$ cat config.mk
export PLATFORM = sky130hd
export DESIGN_NAME = eia_mulq
export DESIGN_NICKNAME = d
export VERILOG_FILES = /design/src/sv/eia_pkg.sv /design/src/sv/eia_mulq.sv
export SDC_FILE = /design/constraint.sdc
export NUM_CORES = 2
export LEC_CHECK = 0
export BUFFER_PORTS_ARGS = -buffer_cell sky130_fd_sc_hd__buf_2
export CAP_MARGIN = 5
export CORE_MARGIN = 2
export CORE_UTILIZATION = 25
export DETAILED_ROUTE_END_ITERATION = 10
export SLEW_MARGIN = 20
export SYNTH_ARGS = -nofsm -noshare
export SYNTH_HDL_FRONTEND = slang
export SYNTH_SLANG_ARGS = --single-unit
$ cat constraint.sdc
create_clock -name clk -period 12.67 [get_ports clk]
set_input_delay 0.6335 -clock clk [delete_from_list [all_inputs] [get_ports clk]]
set_output_delay 0.6335 -clock clk [all_outputs]
set_load 0.02 [all_outputs]
$ cat src/sv/eia_pkg.sv
// Shared types, constants and tables for the equisolid incidence angle block.
// Used by every module of the block; depends on nothing else.

package eia_pkg;

  localparam int NUM_COEFFS = 4;
  localparam int MAX_COEFFS = 4;

  localparam int DIV1_N    = 40;
  localparam int DIV2_N    = 31;
  localparam int SAR_N     = 17;
  localparam int SIN_TERMS = 7;
  localparam int CELL_DLY  = 1 + 3 * SIN_TERMS;
  localparam int CELL_LAT  = CELL_DLY + 1;

  localparam int FRONT_N = 1 + DIV1_N;
  localparam int U_DLY   = 3 * MAX_COEFFS - 3;
  localparam int ACC_N   = 3 * MAX_COEFFS - 2;
  localparam int SIDE1_N = 2 + DIV2_N;
  localparam int SIDE2_N = SAR_N * CELL_LAT;
  localparam int LAT     = FRONT_N + 3 * MAX_COEFFS + 7 + 3 + DIV2_N + SIDE2_N;

  localparam logic [39:0] CAP     = 40'hFF_FFFF_FFFF;
  localparam logic [30:0] ONE30   = 31'h4000_0000;
  localparam logic [16:0] PI_Q14  = 17'd51472;
  localparam logic [16:0] TOP_BIT = 17'h10000;

  localparam logic [2:0] REG_NS = 3'd0;
  localparam logic [2:0] REG_FL = 3'd1;
  localparam logic [2:0] REG_C0 = 3'd2;
  localparam logic [2:0] REG_C1 = 3'd3;
  localparam logic [2:0] REG_C2 = 3'd4;
  localparam logic [2:0] REG_C3 = 3'd5;

  // Divisors (2k)(2k+1) of the sine series and floor(2^34 / divisor).
  localparam logic [7:0] SIN_DVS [SIN_TERMS] = '{8'd6, 8'd20, 8'd42, 8'd72, 8'd110,
                                                  8'd156, 8'd210};
  localparam logic [31:0] SIN_RCP [SIN_TERMS] = '{32'd2863311530, 32'd858993459,
                                                   32'd409044504, 32'd238609294,
                                                   32'd156180628, 32'd110127366,
                                                   32'd81808900};

  typedef struct packed {
    logic [20:0] rem;
    logic [39:0] num;
    logic [39:0] quo;
    logic [20:0] den;
  } div_t;

  typedef struct packed {
    logic [30:0]        tm;
    logic [31:0]        x2;
    logic signed [33:0] sum;
  } sin_t;

  typedef struct packed {
    logic [16:0] a;
    logic [16:0] mask;
    logic [30:0] tmag;
  } sar_t;

endpackage

$ cat src/sv/eia_mulq.sv
// Three-stage Q.30 multiplier: floor(a * b / 2^30), saturated to the cap.
// Built from four 20 by 20 bit partial products; depends on eia_pkg.

module eia_mulq (
  input  logic        clk,
  input  logic        en,
  input  logic [39:0] a_i,
  input  logic [39:0] b_i,
  output logic [39:0] p_o
);
  import eia_pkg::*;

  logic [39:0] ll_r, lh_r, hl_r, hh_r;
  logic [39:0] ll2_r, hh2_r;
  logic [40:0] mid_r;
  logic [79:0] full;
  logic [39:0] p_r;

  assign full = {hh2_r, ll2_r} + {19'b0, mid_r, 20'b0};

  always_ff @(posedge clk) begin
    if (en) begin
      ll_r  <= a_i[19:0] * b_i[19:0];
      lh_r  <= a_i[19:0] * b_i[39:20];
      hl_r  <= a_i[39:20] * b_i[19:0];
      hh_r  <= a_i[39:20] * b_i[39:20];
      mid_r <= {1'b0, lh_r} + {1'b0, hl_r};
      ll2_r <= ll_r;
      hh2_r <= hh_r;
      p_r   <= (full[79:70] != 10'b0) ? CAP : full[69:30];
    end
  end

  assign p_o = p_r;

endmodule

Word-level counts from Yosys, hierarchy flattened
Index checks and enable logic that the tools add are counted.

Bits in registers: 321. ROM bits: 0. Memories kept: 0. Input port bits: 82. Latch bits: 0. Memory bits (writable): 0. Output and inout port bits: 40.

Reductions and logical operators: 1. Shift-type cells: 0. Divide/modulo/power cells: 0. $add $sub $neg: 2. Eq/ne operators: 0. Muxes and demuxes: 0. Multiply operators: 4. Bitwise operators: 0. $lt $le $gt $ge: 0.

Operators by type and width (count): multiplier 20 x 20 -> 40 bit (4); adder 80 x 61 -> 80 bit (1); adder 40 x 40 -> 41 bit (1); nonzero test 10 bit (1).

Longest topological paths before layout
Depth after elaboration: 2. Mapped depth: 27. Depth with buffers taken out: 26.

Worst setup path after synthesis
Ideal clock, no wire load.

Kind: input port to flip-flop. Start point: in a_i[29]. End point: reg hh_r[39] (data pin). Arrival: 7.287 ns. Slack: 5.122 ns. Setup time: 0.261 ns. Stages on the path: 26. Path through: clkbuf_1 > and2_1 > fa_1 > fa_1 > inv_1 > fa_1 > inv_1 > fa_1 > inv_1 > fa_1 > inv_1 > fa_1 > inv_1 > fa_1 > inv_1 > ha_1 > and3_1 > o2111ai_1 > o211a_1 > o21ai_0 > a31oi_1 > o41ai_1 > a21o_1 > a21o_1 > a41oi_1 > a311o_1.

Longest elaborated chain between the ends: 1.

Ends and longest elaborated chain: from (decl) (RTL line eia_mulq.sv:7) `input logic [39:0] a_i,`; multiplier 20 x 20 -> 40 bit (RTL line eia_mulq.sv:26) `hh_r <= a_i[39:20] * b_i[39:20];`; to (signal assigned) (RTL line eia_mulq.sv:26); to (decl) (RTL line eia_mulq.sv:13) `logic [39:0] ll_r, lh_r, hl_r, hh_r;`.

No other way between the ends. A chain may end at the register's enable or synchronous reset.

Worst setup path in the final report
Start point: in b_i[23]. End point: reg hh_r[39] (data pin).

Longest elaborated chain between the ends: 1.

Ends and longest elaborated chain: from (decl) (RTL line eia_mulq.sv:8) `input logic [39:0] b_i,`; multiplier 20 x 20 -> 40 bit (RTL line eia_mulq.sv:26).

No other way between the ends.

==> impl_metrics.csv <==
group,metric,value,unit
outcome,status,"finished clean",
timing,setup_viol,0,
synth,synth-simple-area-share,16.19,%
detailed_routing,num_vias,46904,
setup_path,slowest_delay,690,ps
synth,ys_ff_latch,281,
timing,whs,416.5,ps
timing,skew,27.10,ps
synth,synthAdderAreaFrac,51.65,%
synth,synth-edff-count,281,
placement,gp_congestion,0.8908,
clocking,cts_tree,"yes",
synth,syn-instance-count,7008,
setup_path,required,13000,ps
layout,multi_input_area,50720,um^2
detailed_routing,route.detailed.drc,0,
synth,synth_compound_gate_area_share,6.250,%
setup_path,path_buf_inv,7,
global_routing,grt_max_degree,176,
setup_path,crit_type,"in2reg",
timing,period_share,66.02,%
global_routing,grt_pass1_wl,292900,um
layout,final_common_cell,"inv_1",
detailed_routing,viasPerCell,4.502,
setup_path,reg2reg_from,"ll2_r[33]$_DFFE_PP_",
global_routing,grt_pass1_vias,51130,
clocking,root_buffer,"clkbuf_16",
global_routing,busiest_layer,"met2",
setup_path,crit_family,"adder cells",
clocking,postCtsSetupBuffers,0,
global_routing,track_usage,13.77,%
global_routing,use_met2,24.17,%
setup_path,critPathMostFrequentCell,"fa_1",
clocking,clk_pin_slew,60,ps
layout,seq_area,8438,um^2
die,die_w,518.0,um
timing,tns,0,ps
detailed_routing,drt_iter0_drc,2976,
timing,maxSlewViolCount,0,
global_routing,grtUsageMet3,1.992,%
setup_path,startpoint_type,"input port",
die,start_util,25.16,%
synth,yosysUniqueCellTypes,78,
layout,fillCellCount,27707,
synth,synth.avg_cell_area,9.424,um^2
setup_path,cp_slowest_cell,"o41ai_1",
setup_path,arrival,8700,ps
detailed_routing,ant_nets,0,
timing,grt_setup_unrepaired,"false",
synth,synth_top_family_by_area,"adder cells",
placement,pre_cts_slack,3707,ps
detailed_routing,routed_wl,185300,um
worst_hold_path,holdCritStartpoint,"hh_r[5]$_DFFE_PP_",
global_routing,antenna_found_initial,23,
clocking,hold_buffers,0,
layout,fin_area,71210,um^2
die,core_area,262500,um^2
setup_path,cp-end-kind,"flop",
run,drv_cap,0,
placement,dpl.hpwl,139200,um
timing,setup_slack,4305,ps
synth,syn_area,66040,um^2
synth,yosysSeqAreaShare,12.78,%
global_routing,grt-ovfl-total,0,
die,num_io_pins,122,
die,fp-row-count,188,
timing,worstMarginPinSlew,1193,ps
synth,synthesis.nets,9048,
clocking,cts_resized,0,
timing,fin_crit,8365,ps
setup_path,critPathMaxFanout,40,
placement,numPortBuffers,121,
synth,synthArstFlopShare,0,%
clocking,clk_latency,600,ps
clocking,numCtsBuffers,29,
clocking,cts_buffer_depth,3,
detailed_routing,dr.pass1.iters,7,
timing,slew_headroom,20.46,%
clocking,htreeDepth,1,
layout,synthToLayoutAreaGrowth,7.824,%
detailed_routing,wire_per_inst,17.79,um
layout,nNetsFinal,8913,
worst_hold_path,hp-class,"reg2reg",
synth,synth_ff_type,"edfxtp_1",
layout,drive_above_1_share,3.945,%
synth,synth_mux_area_share,0.07578,%
synth,ys_warn_count,0,
layout,final_cell_mix,"inv_1 (1474), fa_1 (1280), and2_1 (880), nand2_1 (856), ha_1 (678)",
clocking,clkSinkCount,281,
placement,place_area,70230,um^2
setup_path,worstSetupStartpoint,"b_i[23]",
timing,max_freq,119.6,MHz
timing,timing_hold_violations_final,0,
global_routing,grtUsageMet1,17.38,%
synth,yosys.area_share.xor_xnor,2.626,%
die,die_height,518.0,um
die,die_area,268300,um^2
-- worst register-to-register path, stage by stage, from the launching register on --
cell and delay (ps):
edfxtp_1 390, ha_1 390, nand2_1 110, or4_1 500, a211o_1 370, a31oi_4 330, nand3_1 230, a21boi_2 330
o2111ai_1 160, xnor2_1 740, inv_2 520, o211ai_1 260
-- final cells by class --
class	count	share of cell area, %
Clock inverter	20	0.3128
Inverter	1475	7.775
Clock buffer	32	1.035
Sequential cell	281	11.85
Timing Repair Buffer	189	1.599
Tap cell	3515	6.176
Multi-Input combinational cell	4897	71.22
Antenna cell	9	0.03163
-- final timing paths --
| check | to | slack (ps) | depth (start not counted) |
|---|---|---|---|
| hold reg to reg | hh2_r[5]$_DFFE_PP_ | 420 | 0 |
| setup / recovery | hh_r[39]$_DFFE_PP_ | 4310 | 26 |
| hold / removal | hh2_r[5]$_DFFE_PP_ | 420 | 0 |
| setup reg to reg | p_o[31]$_SDFFCE_PP1P_ | 8160 | 11 |
-- stage by stage --
step | util (%) | std cells
global route | 27.12 | 10413
CTS | 27.12 | 10409
detailed placement | 26.75 | 10357
global placement | 26.75 | 10357
finish | 27.13 | 10418
floorplan | - | 7008
-- routing by layer --
metal  share of wire (%)  up-vias
met4                 3.3       22
met1                  42    24028
met5               0.071        -
li1                    -    21134
met3                 6.1      303
met2                  49     1417
-- flip-flops by register name, summed over array words and instances, names as in the netlist --
| signal | count |
|---|---|
| ll2_r | 20 |
| hh_r | 40 |
| p_o | 40 |
| lh_r | 40 |
| ll_r | 20 |
| hl_r | 40 |
| hh2_r | 40 |
| mid_r | 41 |
-- cell usage after synthesis, drive strengths merged (6+ instances only) --
| cell type | number | area share, % |
|---|---|---|
| and4 | 11 | 0.15 |
| nand2 | 856 | 4.9 |
| a221oi | 13 | 0.17 |
| o2111ai | 7 | 0.093 |
| a211oi | 24 | 0.27 |
| edfxtp | 281 | 13 |
| inv | 1475 | 8.4 |
| a211o | 10 | 0.13 |
| nor2b | 19 | 0.18 |
| xor2 | 49 | 0.65 |
| and3 | 19 | 0.19 |
| a2111oi | 7 | 0.12 |
| a221o | 6 | 0.095 |
| xnor2 | 149 | 2.0 |
| buf | 10 | 0.085 |
| clkbuf | 344 | 2.0 |
| or3 | 7 | 0.066 |
| and2 | 881 | 8.3 |
| or2 | 11 | 0.11 |
| fa | 1280 | 39 |
| nand4 | 38 | 0.36 |
| a31oi | 20 | 0.21 |
| o211ai | 17 | 0.19 |
| a21o | 99 | 1.1 |
| nand3 | 69 | 0.52 |
| nor2 | 115 | 0.65 |
| a21boi | 12 | 0.14 |
| nand2b | 17 | 0.16 |
| a21oi | 193 | 1.5 |
| o21a | 29 | 0.33 |
| ha | 678 | 13 |
| o22ai | 6 | 0.057 |
| o21bai | 34 | 0.39 |
| nor4 | 9 | 0.085 |
| o21ai | 103 | 0.79 |
| nor3 | 42 | 0.33 |
-- cell families after synthesis --
logic type,after synthesis
xor+xnor,198
fa+ha+maj,1958
flops,281
buf+inv,1830
simple gates,2109
mux,5
compound gates,627
Power is not shown: default switching activity piles up to over one toggle a cycle in this logic, so the estimate is an artifact.
