`src/sv/eia_pkg.sv`:
```
// Shared types, constants and tables for the equisolid incidence angle block.
// Used by every module of the block; depends on nothing else.

package eia_pkg;

  localparam int NUM_COEFFS = 4;
  localparam int MAX_COEFFS = 4;

  localparam int DIV1_N    = 40;
  localparam int DIV2_N    = 31;
  localparam int SAR_N     = 17;
  localparam int SIN_TERMS = 7;
  localparam int CELL_DLY  = 1 + 3 * SIN_TERMS;
  localparam int CELL_LAT  = CELL_DLY + 1;

  localparam int FRONT_N = 1 + DIV1_N;
  localparam int U_DLY   = 3 * MAX_COEFFS - 3;
  localparam int ACC_N   = 3 * MAX_COEFFS - 2;
  localparam int SIDE1_N = 2 + DIV2_N;
  localparam int SIDE2_N = SAR_N * CELL_LAT;
  localparam int LAT     = FRONT_N + 3 * MAX_COEFFS + 7 + 3 + DIV2_N + SIDE2_N;

  localparam logic [39:0] CAP     = 40'hFF_FFFF_FFFF;
  localparam logic [30:0] ONE30   = 31'h4000_0000;
  localparam logic [16:0] PI_Q14  = 17'd51472;
  localparam logic [16:0] TOP_BIT = 17'h10000;

  localparam logic [2:0] REG_NS = 3'd0;
  localparam logic [2:0] REG_FL = 3'd1;
  localparam logic [2:0] REG_C0 = 3'd2;
  localparam logic [2:0] REG_C1 = 3'd3;
  localparam logic [2:0] REG_C2 = 3'd4;
  localparam logic [2:0] REG_C3 = 3'd5;

  // Divisors (2k)(2k+1) of the sine series and floor(2^34 / divisor).
  localparam logic [7:0] SIN_DVS [SIN_TERMS] = '{8'd6, 8'd20, 8'd42, 8'd72, 8'd110,
                                                  8'd156, 8'd210};
  localparam logic [31:0] SIN_RCP [SIN_TERMS] = '{32'd2863311530, 32'd858993459,
                                                   32'd409044504, 32'd238609294,
                                                   32'd156180628, 32'd110127366,
                                                   32'd81808900};

  typedef struct packed {
    logic [20:0] rem;
    logic [39:0] num;
    logic [39:0] quo;
    logic [20:0] den;
  } div_t;

  typedef struct packed {
    logic [30:0]        tm;
    logic [31:0]        x2;
    logic signed [33:0] sum;
  } sin_t;

  typedef struct packed {
    logic [16:0] a;
    logic [16:0] mask;
    logic [30:0] tmag;
  } sar_t;

endpackage

```
`src/sv/eia_div_cell.sv`:
```
// One restoring division cell: resolves one quotient bit per transfer.
// Depends on eia_pkg for the division data type.

module eia_div_cell (
  input  logic          clk,
  input  logic          en,
  input  eia_pkg::div_t d_i,
  output eia_pkg::div_t d_o
);
  import eia_pkg::*;

  logic [21:0] t;
  logic        ge;
  div_t        d_r;

  assign t  = {d_i.rem, d_i.num[39]};
  assign ge = t >= {1'b0, d_i.den};

  always_ff @(posedge clk) begin
    if (en) begin
      d_r.rem <= ge ? 21'(t - {1'b0, d_i.den}) : t[20:0];
      d_r.num <= {d_i.num[38:0], 1'b0};
      d_r.quo <= {d_i.quo[38:0], ge};
      d_r.den <= d_i.den;
    end
  end

  assign d_o = d_r;

endmodule

```
`config.mk`:
```
export PLATFORM = sky130hd
export DESIGN_NAME = eia_div_cell
export DESIGN_NICKNAME = d
export VERILOG_FILES = /design/src/sv/eia_pkg.sv /design/src/sv/eia_div_cell.sv
export SDC_FILE = /design/constraint.sdc
export NUM_CORES = 1
export LEC_CHECK = 0
export BUFFER_PORTS_ARGS = -buffer_cell sky130_fd_sc_hd__buf_2
export CORE_MARGIN = 2
export CORE_UTILIZATION = 40
export DETAILED_ROUTE_END_ITERATION = 16
export GPL_ROUTABILITY_DRIVEN = 0
export PLACE_DENSITY_LB_ADDON = 0.08
export SLEW_MARGIN = 10
export SYNTH_ARGS = -nofsm -noshare
export SYNTH_HDL_FRONTEND = slang
export SYNTH_SLANG_ARGS = --single-unit
```
`constraint.sdc`:
```
create_clock -name clk -period 2.6 [get_ports clk]
set_input_delay 0.52 -clock clk [delete_from_list [all_inputs] [get_ports clk]]
set_output_delay 0.52 -clock clk [all_outputs]
set_load 0.02 [all_outputs]
```
* Word level (Yosys, flattened, before mapping) *
Cells that the tools add are included.

operators by class
  add/sub/neg operators = 1
  mux-type cells = 1
  magnitude comparators = 1

operator list
  cell                            count
  >= comparator 22 x 21 -> 1 bit  1
  two-way mux 21 bit              1
  subtractor 21 bit               1

word-level totals
  output and inout bits = 122
  bits of input ports = 124
  word-level logic and storage cells = 7
  register bits = 121

* Longest topological paths before layout *
  depth after elaboration = 2
  mapped depth = 13
  mapped depth without buffers = 11

* Worst setup path after synthesis *
Ideal clock, no wire load.

  path type = input-to-reg
  start point = in d_i[100] in the netlist's numbering
  end point = reg d_r, in the netlist d_o[102], data pin
  data arrival time = 2.451 ns
  cell stages on the path = 11
  library setup time = 0.260 ns
  path slack = -0.110 ns
  data required time = 2.340 ns
  buffers on the path = 1
  cells stage by stage = inv_1 > ha_1 > inv_1 > fa_1 > a21oi_1 > o21ai_0 > a21oi_1 > a21oi_2 > o32ai_2 > buf_6 > mux2_2

between the ends
  longest elaborated chain between the ends = 2
  elaborated cells between the ends (all ways) = 3
  those cells by class = 1 x add/sub; 1 x order compare; 1 x mux

RTL lines
  what                                                                 RTL line                                RTL
  start, declared                                                      eia_div_cell.sv:7                       input eia_pkg::div_t d_i,
  subtractor 21 bit or >= comparator 22 x 21 -> 1 bit (tied branches)  eia_div_cell.sv:21, eia_div_cell.sv:17
  two-way mux 21 bit (*)                                               eia_div_cell.sv:21                      d_r.rem <= ge ? 21'(t - {1'b0, d_i.den}) : t[20:0];
  end, declared                                                        eia_div_cell.sv:14                      div_t d_r;

Mark *: on every way between the ends. The rest lies on a longest branch, timed or not.
A chain may end at the register's enable or synchronous reset.

* Worst setup path in the final report *
  start point = in d_i[100] in the netlist's numbering
  end point = reg d_r, in the netlist d_o[120], data pin

Same word-level chain as after synthesis.

==> summary.log <==
[outcome] result of the run finished, final reports clean
[floorplanning] Die Outline Area 0.01363 mm^2
[timing] minimum period implied by the final worst setup slack 2.389 ns
[clock_network] clock tree root buffer cell sky130_fd_sc_hd__clkbuf_16
[timing] setup violators final 0
[floorplanning] Core Rows 41
[setup_path] biggest cell delay along the critical path 0.40 ns
[drt] DRT Pass-1 Iters 4
[pwr] power per cell area 774.3 mW/mm^2
[clock_network] hold-fix buffers at CTS 0
[pwr] combinational group share of total power 0.178
[setup_path] startpoint class of the critical path input port
[finish] net total in the final layout 804
[timing] period utilisation layout 0.9189
[finish] fraction of layout instances using a drive strength above 1 0.5097
[synth] Post-Syn Area per Cell 14.53 um^2
[pwr] Max VDD drop 0.3768 mV
[global_routing] residual overflow from global routing 0
[pwr] leakage power figure 3.374 nW
[clock_network] CTS max path bufs 2
[place] setup slack at placement -0.2419 ns
[synth] most used flip-flop cell after synthesis sky130_fd_sc_hd__edfxtp_1
[clock_network] clock transition at the registers of the reported paths 0.05 ns
[setup_path] kind of end point of the critical path register
[clock_network] number of levels in the clock H-tree 4
[clock_network] number of CTS-inserted buffers 17
[global_routing] maximum number of pins on one net before global-route repair 48
[setup_path] worst path cell trace buf_2, inv_1, ha_1, inv_1, fa_1, a21oi_2, o21ai_0, a21oi_2, a21oi_2, o32ai_4, buf_4, o21ai_0
[pwr] Clk network pwr share 0.413
[finish] number of flip-flops in the largest register 121
[clock_network] TritonCTS clock tree built
[pwr] post-route total power 5.873 mW
[setup_path] biggest fanout along the worst timing path 14
[floorplanning] effective utilization at floorplan 0.4063
[clock_network] setup repair bufs after CTS 0
[synth] number of warnings issued by yosys 0
[drt] wire length after detailed routing 13.34 mm
[setup_path] CP max stage cell sky130_fd_sc_hd__fa_1
[timing] unrepaired setup endpoints after global routing false
[drt] average wire length per cell after detail routing 15.81 um
[global_routing] vias in the first global route 3953
[drt] remaining routing DRC violations 0
[finish] Syn-to-layout area delta 49.13%
[global_routing] total global-route track usage 0.1914
[place] half-perimeter wire length after detailed placement 10.29 mm
[synth] register area share after synthesis 0.7144
[place] port bufs 243
[floorplanning] Horiz. Die Dim 116.8 um
[global_routing] antenna violations before repair 2
[setup_path] endpoint arrival time on the critical path 2.53 ns
[synth] net count after synthesis 496
[pwr] sequential cell fraction of total power 0.410
[timing] number of pins exceeding their max-slew limit in the final report 0
[place] cell total after placement 811
[synth] async set or reset register ratio after synthesis 0
[timing] Hold Fails Final Rpt 0
[pwr] sw frac 0.2538
[pwr] switching power 1.490 mW
[synth] cell count after synthesis 350
[synth] Post-synth EDFFs 121
[synth] combined area of all synthesized cells 0.005086 mm^2
[clock_network] Clock Sink Count 121
[setup_path] class of the most critical setup path input port to register
[global_routing] wire length of the first global-routing pass 19.32 mm
[finish] post-layout instance count excluding filler cells 844
[setup_path] CP dominant cell by count sky130_fd_sc_hd__a21oi_2
[pwr] internal power summed over all cells 4.382 mW
[floorplanning] number of top-level pins 246
[job] total of max-cap violations 0
[drt] remaining antenna violation count 0
[finish] final design utilization 0.6060
[setup_path] CP startpoint d_i[100]
[setup_path] critical path data required time 2.75 ns
[setup_path] end of the critical path d_o[120]$_DFFE_PP_
[drt] drt via density 4.701
[worst_hold_path] path type of the worst min-delay path input port to register
[synth] count of unique library cells instantiated by Yosys 42
[drt] total number of vias 3968
[drt] starting DRC count in detailed routing 281
[timing] post-layout worst setup margin 0.2108 ns
[timing] timing-limited maximum frequency 418.6 MHz
[synth] flip-flop and latch count after synthesis 121
[floorplanning] y dimension of the die 116.8 um
[floorplanning] Core Region 0.01252 mm^2
-- layout make-up --
class                           instances  area, um^2
Fill cell                            1102        4932
Sequential cell                       121        3633
Timing Repair Buffer                  298        1657
Multi-Input combinational cell        191        1359
Clock buffer                           19       432.9
Tap cell                              172       215.2
Clock inverter                         13       176.4
Inverter                               29       108.9
Antenna cell                            1       2.502
-- logic make-up after synthesis --
logic type	synth area share
flops	0.7144
compound gates	0.1080
simple gates	0.05560
buf+inv	0.03149
fa+ha+maj	0.05560
xor+xnor	0.02755
mux	0.006642
other cells	0.0007373
-- how the worst min path moves through the flow --
stage / start / end / cells after the start
3_3_place_gp: d_i[29] / d_o[30]$_DFFE_PP_ / 1
5_1_grt: d_i[96] / d_o[97]$_DFFE_PP_ / 1
4_1_cts: d_i[32] / d_o[33]$_DFFE_PP_ / 1
2_1_floorplan: d_i[0] / d_o[0]$_DFFE_PP_ / 0
3_5_place_dp: d_i[47] / d_o[48]$_DFFE_PP_ / 1
6_report: d_i[47] / d_o[48]$_DFFE_PP_ / 1
-- routing by layer --
layer  up-vias  GRT usage  wire [um]
met5         -          0         13
met4         2    0.08784        247
met3        25    0.07421       1216
met2       157     0.3303       6717
met1      1858     0.2081       5148
li1       1926          -          -
-- stage by stage --
stage / setup TNS (ns) / area, um^2 / hold slack (ns)
5_1_grt: 0 / 7585 / 0.2629
4_1_cts: 0 / 7572 / 0.2657
6_report: 0 / 7585 / 0.2827
3_5_place_dp: -4.015 / 6963 / 0.6983
2_1_floorplan: 0 / 5134 / 0.6189
3_3_place_gp: -3.155 / 6963 / 0.6971
-- layout by cell type, fill, tap and decap left out, types with 3 or more instances in the layout --
master                      instances
sky130_fd_sc_hd__clkinv_2           3
sky130_fd_sc_hd__nand3_1            6
sky130_fd_sc_hd__a21oi_1           24
sky130_fd_sc_hd__inv_1             29
sky130_fd_sc_hd__xnor2_1           11
sky130_fd_sc_hd__a31oi_1            4
sky130_fd_sc_hd__nand2_1           34
sky130_fd_sc_hd__bufinv_16          4
sky130_fd_sc_hd__clkbuf_16         17
sky130_fd_sc_hd__a21o_1             6
sky130_fd_sc_hd__o21a_1             3
sky130_fd_sc_hd__nor2_1             5
sky130_fd_sc_hd__nand4_1            4
sky130_fd_sc_hd__a21oi_2            3
sky130_fd_sc_hd__buf_2            242
sky130_fd_sc_hd__o21ai_0           28
sky130_fd_sc_hd__mux2_2             3
sky130_fd_sc_hd__o31ai_1            3
sky130_fd_sc_hd__ha_4               3
sky130_fd_sc_hd__nor2b_1            3
sky130_fd_sc_hd__xor2_1             5
sky130_fd_sc_hd__ha_1              18
sky130_fd_sc_hd__o211ai_1           4
sky130_fd_sc_hd__buf_4             54
sky130_fd_sc_hd__edfxtp_1         121
sky130_fd_sc_hd__o21bai_1           3
-- power groups by stage --
| stage | clock network, mW | logic, mW | registers, mW |
|---|---|---|---|
| floorplan | 0 | 0.313 | 2.69 |
| global placement | 0 | 1.03 | 2.44 |
| detailed placement | 0 | 1.05 | 2.45 |
| CTS | 2.47 | 1.05 | 2.41 |
| global route | 2.54 | 1.14 | 2.42 |
| finish | 2.42 | 1.04 | 2.41 |
-- synth_stat cells, drive strengths merged, types with 2 or more instances --
master,n,share of area
a2111o,2,0.0044
nor2b,3,0.0037
xnor2,11,0.019
inv,29,0.021
a21oi,27,0.027
o31ai,3,0.0044
or2,2,0.0025
a21o,6,0.0089
o21a,3,0.0044
ha,21,0.052
and2,2,0.0025
clkbuf,4,0.0030
nand2,34,0.025
xor2,5,0.0086
buf,5,0.0071
edfxtp,121,0.71
a31oi,4,0.0049
mux2,3,0.0066
o211ai,4,0.0059
nor2,5,0.0037
o21bai,3,0.0044
nand3,6,0.0059
nand4,4,0.0049
o21ai,29,0.029
-- worst max-delay path: cells and delay by family --
| family | cells | cell delay, ns |
|---|---|---|
| AO/OA/AOI/OAI | 6 | 0.96 |
| adder cells (fa/ha/maj) | 2 | 0.56 |
| buffers and inverters | 4 | 0.47 |
-- repair_timing --
item | 4_1_cts | 5_1_grt
resized for setup | 0 | 2
hold endpoints to repair | 0 | 0
setup endpoints to repair | 0 | 1
(Power assumes the default switching activity.)
